$ cat config.mk
export PLATFORM = sky130hd
export DESIGN_NAME = tbc_ctrl
export DESIGN_NICKNAME = d
export VERILOG_FILES = /design/src/design/tiered_block_cache_lru_manager_macros.svh /design/src/design/tbc_pkg.sv /design/src/design/tbc_ctrl.sv
export SDC_FILE = /design/constraint.sdc
export NUM_CORES = 1
export LEC_CHECK = 0
export BUFFER_PORTS_ARGS = -buffer_cell sky130_fd_sc_hd__buf_4
export CAP_MARGIN = 20
export CORE_AREA = 2 2 39 41
export DETAILED_ROUTE_END_ITERATION = 10
export DIE_AREA = 0 0 41 43
export SLEW_MARGIN = 20
export SYNTH_ARGS = -nofsm -noshare
export SYNTH_HDL_FRONTEND = slang
export SYNTH_SLANG_ARGS = --single-unit
$ cat constraint.sdc
create_clock -name clk -period 3.3 [get_ports clk]
set_input_delay 0.495 -clock clk [delete_from_list [all_inputs] [get_ports clk]]
set_output_delay 0.495 -clock clk [all_outputs]
set_load 0.01 [all_outputs]
$ cat src/design/tiered_block_cache_lru_manager_macros.svh
// ----------------------------------------------------------------------------
// tiered block cache assertion macros
// immediate-implication and next-cycle checks clocked on clk, held off in reset
// ----------------------------------------------------------------------------
`ifndef TIERED_BLOCK_CACHE_LRU_MANAGER_MACROS_SVH
`define TIERED_BLOCK_CACHE_LRU_MANAGER_MACROS_SVH

// consequent must hold in the same cycle as the antecedent
`define TBC_ASSERT_NOW(lbl, ante, cons) \
  lbl: assert property (@(posedge clk) disable iff (!rst_n) (ante) |-> (cons)) \
    else $error("tbc same-cycle check failed");

// consequent must hold in the cycle after the antecedent
`define TBC_ASSERT_NEXT(lbl, ante, cons) \
  lbl: assert property (@(posedge clk) disable iff (!rst_n) (ante) |=> (cons)) \
    else $error("tbc next-cycle check failed");

`endif

$ cat src/design/tbc_pkg.sv
// ----------------------------------------------------------------------------
// tbc_pkg
// shared constants, codes and types of the tiered block cache manager
// ----------------------------------------------------------------------------
`default_nettype none

package tbc_pkg;

  localparam int MAX_BLOCKS = 64;
  localparam int REF_BITS   = 16;
  localparam int NUM_TIERS  = 3;

  localparam int IDX_W    = $clog2(MAX_BLOCKS);
  localparam int CNT_W    = $clog2(MAX_BLOCKS + 1);
  localparam int CMD_W    = 4;
  localparam int HND_W    = 32;
  localparam int TIER_W   = 2;
  localparam int SZ_W     = 48;
  localparam int REC_W    = 32;
  localparam int ST_W     = 3;
  localparam int OCNT_W   = 7;
  localparam int CFG_IDX_W = 2;

  localparam logic [IDX_W-1:0]    IDX_LAST = IDX_W'(MAX_BLOCKS - 1);
  localparam logic [REF_BITS-1:0] REF_MAX  = {REF_BITS{1'b1}};

  // command codes
  localparam logic [CMD_W-1:0] CMD_ALLOC   = 4'd0;
  localparam logic [CMD_W-1:0] CMD_FREE    = 4'd1;
  localparam logic [CMD_W-1:0] CMD_ACCESS  = 4'd2;
  localparam logic [CMD_W-1:0] CMD_PEEK    = 4'd3;
  localparam logic [CMD_W-1:0] CMD_REF     = 4'd4;
  localparam logic [CMD_W-1:0] CMD_UNREF   = 4'd5;
  localparam logic [CMD_W-1:0] CMD_PROMOTE = 4'd6;
  localparam logic [CMD_W-1:0] CMD_DEMOTE  = 4'd7;
  localparam logic [CMD_W-1:0] CMD_EVICT   = 4'd8;
  localparam logic [CMD_W-1:0] CMD_QUERY   = 4'd9;

  // status codes
  localparam logic [ST_W-1:0] ST_OK       = 3'd0;
  localparam logic [ST_W-1:0] ST_NOTFOUND = 3'd1;
  localparam logic [ST_W-1:0] ST_NOROOM   = 3'd2;
  localparam logic [ST_W-1:0] ST_BADDIR   = 3'd3;
  localparam logic [ST_W-1:0] ST_FULL     = 3'd4;

  // register indexes
  localparam logic [CFG_IDX_W-1:0] REG_TIER1_CAP = 2'd0;
  localparam logic [CFG_IDX_W-1:0] REG_TIER2_CAP = 2'd1;
  localparam logic [CFG_IDX_W-1:0] REG_TIER3_CAP = 2'd2;

  localparam logic [TIER_W-1:0] TIER_SLOWEST = 2'd3;

  typedef struct packed {
    logic [HND_W-1:0]    handle;
    logic [TIER_W-1:0]   tier;
    logic [SZ_W-1:0]     size;
    logic [REF_BITS-1:0] refs;
    logic [REC_W-1:0]    recency;
  } entry_t;

  // controller to datapath
  typedef struct packed {
    logic load;
    logic scan_clr;
    logic scan_en;
    logic exec;
    logic ev_act;
    logic fin_load;
  } dp_cmd_t;

  // datapath to controller
  typedef struct packed {
    logic scan_done;
    logic is_evict;
    logic ev_stop;
  } dp_sts_t;

endpackage

`default_nettype wire

$ cat src/design/tbc_ctrl.sv
// ----------------------------------------------------------------------------
// tbc_ctrl
// command sequencer: table scan, command execution, evict walk, result hand-off
// ----------------------------------------------------------------------------
`default_nettype none

module tbc_ctrl (
  input  wire logic             clk,
  input  wire logic             rst_n,
  input  wire logic             in_valid,
  output logic                  in_ready,
  output logic                  out_valid,
  input  wire logic             out_ready,
  output tbc_pkg::dp_cmd_t      dp_cmd,
  input  wire tbc_pkg::dp_sts_t dp_sts
);

  localparam logic [2:0] S_IDLE = 3'd0;
  localparam logic [2:0] S_SCAN = 3'd1;
  localparam logic [2:0] S_EXEC = 3'd2;
  localparam logic [2:0] S_ECHK = 3'd3;
  localparam logic [2:0] S_EACT = 3'd4;
  localparam logic [2:0] S_FIN  = 3'd5;

  logic [2:0] state_r, state_nxt;
  logic       ev_phase_r, ev_phase_nxt;
  logic       out_valid_r, out_valid_nxt;

  assign in_ready  = (state_r == S_IDLE);
  assign out_valid = out_valid_r;

  // next state and datapath commands
  always_comb begin
    state_nxt    = state_r;
    ev_phase_nxt = ev_phase_r;
    dp_cmd       = '0;
    case (state_r)
      S_IDLE: begin
        if (in_valid) begin
          dp_cmd.load     = 1'b1;
          dp_cmd.scan_clr = 1'b1;
          ev_phase_nxt    = 1'b0;
          state_nxt       = S_SCAN;
        end
      end
      S_SCAN: begin
        dp_cmd.scan_en = 1'b1;
        if (dp_sts.scan_done) begin
          if (ev_phase_r) state_nxt = S_EACT;
          else if (dp_sts.is_evict) state_nxt = S_ECHK;
          else state_nxt = S_EXEC;
        end
      end
      S_EXEC: begin
        dp_cmd.exec = 1'b1;
        state_nxt   = S_FIN;
      end
      S_ECHK: begin
        if (dp_sts.ev_stop) begin
          state_nxt = S_FIN;
        end else begin
          dp_cmd.scan_clr = 1'b1;
          ev_phase_nxt    = 1'b1;
          state_nxt       = S_SCAN;
        end
      end
      S_EACT: begin
        dp_cmd.ev_act = 1'b1;
        state_nxt     = S_ECHK;
      end
      S_FIN: begin
        if (!out_valid_r || out_ready) begin
          dp_cmd.fin_load = 1'b1;
          state_nxt       = S_IDLE;
        end
      end
      default: state_nxt = S_IDLE;
    endcase
  end

  // result valid flag
  always_comb begin
    out_valid_nxt = out_valid_r;
    if (dp_cmd.fin_load) out_valid_nxt = 1'b1;
    else if (out_ready) out_valid_nxt = 1'b0;
  end

  always_ff @(posedge clk) begin
    if (!rst_n) begin
      state_r     <= S_IDLE;
      ev_phase_r  <= 1'b0;
      out_valid_r <= 1'b0;
    end else begin
      state_r     <= state_nxt;
      ev_phase_r  <= ev_phase_nxt;
      out_valid_r <= out_valid_nxt;
    end
  end

endmodule

`default_nettype wire

After elaboration in Yosys (flattened, before gate mapping) --
Index checks and enable logic that the tools add are counted.
Cells by class: equality and inequality tests 9, muxes and demuxes 21, reduce and logical (&&, ||, !) cells 7
Operators by type and width (count):
- $pmux 3 s6 | 1
- $mux 3 | 5
- $mux 1 | 12
- $ne 2x2->1 const B | 4
- $eq 3x2->1 const B | 2
- $eq 3x3->1 const B | 2
- $reduce_and 3->1 | 2
- $pmux 1 s2 | 2
- $reduce_bool 2->1 | 2
- $eq 3x1->1 const B | 1
- $logic_not 3->1 | 1
- $mux 2 | 1
- $logic_not 1->1 | 1
- $logic_or 1x1->1 | 1
Word-level totals: logic and storage cells 40, bits of input ports 7, output and inout port bits 8, register bits after elaboration 5

Logic depth before layout (Yosys ltp) --
word-level depth 5, depth in mapped cells 5, depth with buffers taken out 3

Worst setup path before layout --
Ideal clock, no wire load.
kind register -> output, start point register state_r[0], end point output dp_cmd[5] (netlist bit), path slack 1.908 ns, stages on the path, launching flop included 4, data arrival time 0.897 ns, required time 2.805 ns, buffers on the path 1, cell sequence dfxtp_1 buf_2 nor3_2 and2_1
RTL lines:
- from (decl) | line tbc_ctrl.sv:25 | logic [2:0] state_r, state_nxt;
- from (signal assigned) | line tbc_ctrl.sv:94 | state_r <= state_nxt;
- to (decl) | line tbc_ctrl.sv:14 | output tbc_pkg::dp_cmd_t dp_cmd,

==> impl_metrics.tcl <==
set metrics [dict create \
    status "finished, final reports clean" \
    num_antenna_cells 0 \
    synth.yosys.warnings 0 \
    max_slew_margin 0.695 \
    cts.sinks 5 \
    syn_inst 44 \
    initial_core_util 0.243 \
    root_buffer "clkbuf_4" \
    boundaryPins 15 \
    nNetsFinal 66 \
    drv_cap 0 \
    critPathLaunchType "flop" \
    cts_hold_buf 0 \
    min_period_ns 1.79 \
    cp.required_ns 2.80 \
    num_rows 14 \
    synth.distinct_cells 24 \
    track_usage 0.101 \
    die_width_um 41 \
    crit_path_end_kind "primary output" \
    rsz0062_at_grt "false" \
    drt_wl_total_um 753 \
    route.vias.total 348 \
    route.detailed.drc 0 \
    cts-resized-gates 0 \
    path_class "flop to primary output" \
    drive_gt1_frac 0.328 \
    core_sq_um 1380 \
    syn2layout_area_growth_pct 36.4 \
    setup_tns_ns 0 \
    cts_buffer_depth 2 \
    p_leak_uw 0.000204 \
    die_h_um 43 \
    cts_buffers 3 \
    critPathMaxFanout 11 \
    antenna_found_initial 0 \
    synthMuxAreaShare 0 \
    worst_clock_skew_ns 0.00183 \
    min_period_over_period 0.542 \
    synth_compound_area_frac 0.171 \
    fmaxAchievable_ghz 0.559 \
    first_global_vias 266 \
    gp_congestion 0.780 \
    synth_seq_cells 5 \
    grt_max_degree 16 \
    viasPerCell 4.70 \
    vdd_ir_drop_max_mv 0.136 \
    min_path_type "input port to flop" \
    dr.pass1.iters 4 \
    cts.htree.levels 1 \
    cp.arrival_ns 1.29 \
    placed_cell_area_sq_um 433 \
    cts_setup_buffers 0 \
    syn_area_per_cell_sq_um 7.65 \
    synth_top_family_by_area "simple AND/OR/NAND/NOR gates" \
    dieArea_sq_um 1760 \
    wl_per_cell_um 10.2 \
    path_clk_slew_ns 0.04 \
    synth_xor_area_frac 0 \
    final-max-slew-violation-count 0 \
    place_hpwl_um 558 \
    insertion_delay_ns 0.24 \
    final_area_sq_um 459 \
    reg2reg_depth 3 \
    ys_seq_area_frac 0.297 \
    netlist_area_sq_um 337 \
    hold_viol_final 0 \
    tightest_slew_ns 0.457 \
    grt_pass1_wl_um 1170 \
    grt_overflow 0 \
    synthAdderAreaFrac 0 \
    setup_violations 0 \
    p_per_area_nw_per_um2 436 \
    synthSimpleGateAreaFrac 0.435 \
    cts_tree "built" \
    power_uw 200 \
    worstHoldPathCells 2 \
    io_buffers 14 \
    synthesis.nets 51 \
    drtIter0Drc 5 \
    ant_nets 0 \
]
-- synth_stat cells (all sizes together) --
cell,n,share of area
dfxtp,5,0.30
nand2,5,0.056
a21oi,4,0.059
buf,4,0.086
nor2,4,0.045
nor2b,3,0.056
o21ai,3,0.045
and2,2,0.037
nor3b,2,0.045
a31o,1,0.026
and2b,1,0.022
and3b,1,0.026
inv,1,0.011
nand2b,1,0.019
nand3b,1,0.022
nand4b,1,0.026
nor3,1,0.030
nor4bb,1,0.030
o21bai,1,0.022
o22ai,1,0.019
or4,1,0.022
-- cell usage in the layout (no fill, tap or decap), types with 2 or more instances in the layout --
cell type,count
buf_4,14
nand2_1,5
dfxtp_1,5
nor2_1,4
a21oi_1,4
nor2b_1,3
clkbuf_4,3
nor3b_1,2
and2_1,2
o21ai_1,2
-- flip-flops by register name, summed over array words and instances, names as in the netlist --
register and cells:
state_r 3, ev_phase_r 1, out_valid 1
-- worst paths after layout --
check	from	end	slack, ns
max reg2reg	state_r[2]$_SDFFE_PN0P_	state_r[0]$_SDFFE_PN0P_	2.00
max	state_r[0]$_SDFFE_PN0P_	dp_cmd[0]	1.51
min	rst_n	out_valid$_SDFFE_PN0P_	0.53
min reg2reg	out_valid$_SDFFE_PN0P_	state_r[2]$_SDFFE_PN0P_	0.61
-- layer usage --
layer,global-route usage,wire length [um],vias up
li1,-,-,182
met1,0.144,357,144
met2,0.116,279,18
met4,0.100,31,0
met5,0,0,-
met3,0.0209,84,4
-- area by class of cell --
cell class	instances	area [sq um]
Multi-Input combinational cell	34	204
Fill cell	162	925
Clock buffer	4	26.3
Timing Repair Buffer	14	105
Tap cell	16	20.0
Sequential cell	5	100
Inverter	1	3.75
-- stage by stage --
| stage | cells | hold WS, ns | util | worst slack, ns |
|---|---|---|---|---|
| 2_1_floorplan | 44 | 0.511 | - | 1.91 |
| 5_1_grt | 74 | 0.552 | 0.332 | 1.39 |
| 3_5_place_dp | 70 | 0.615 | 0.313 | 1.72 |
| 6_report | 74 | 0.529 | 0.332 | 1.51 |
| 4_1_cts | 74 | 0.525 | 0.332 | 1.49 |
| 3_3_place_gp | 70 | 0.610 | 0.313 | 1.74 |
-- where the power goes --
| part | internal, uW | total (uW) | leakage, uW | switching (uW) |
|---|---|---|---|---|
| combinational | 31.1 | 53.8 | 0.000149 | 22.6 |
| clock | 45.7 | 71.2 | 0.0000150 | 25.4 |
| sequential | 64.7 | 75.4 | 0.0000408 | 10.7 |
| total | 142 | 200 | 0.000204 | 58.7 |
-- critical path, stage by stage, from the launching register on --
cell and delay [ns]:
dfxtp_1 0.52, and2b_1 0.22, nand2_1 0.08, nor2_1 0.11, buf_4 0.12
-- cells by family (layout without fill, tap and decap cells) --
| family | count (synthesis) | in the layout |
|---|---|---|
| flops | 5 | 5 |
| simple gates | 24 | 24 |
| compound gates | 10 | 10 |
| buf+inv | 5 | 19 |
Note: power is estimated with default switching activity, not from simulation.
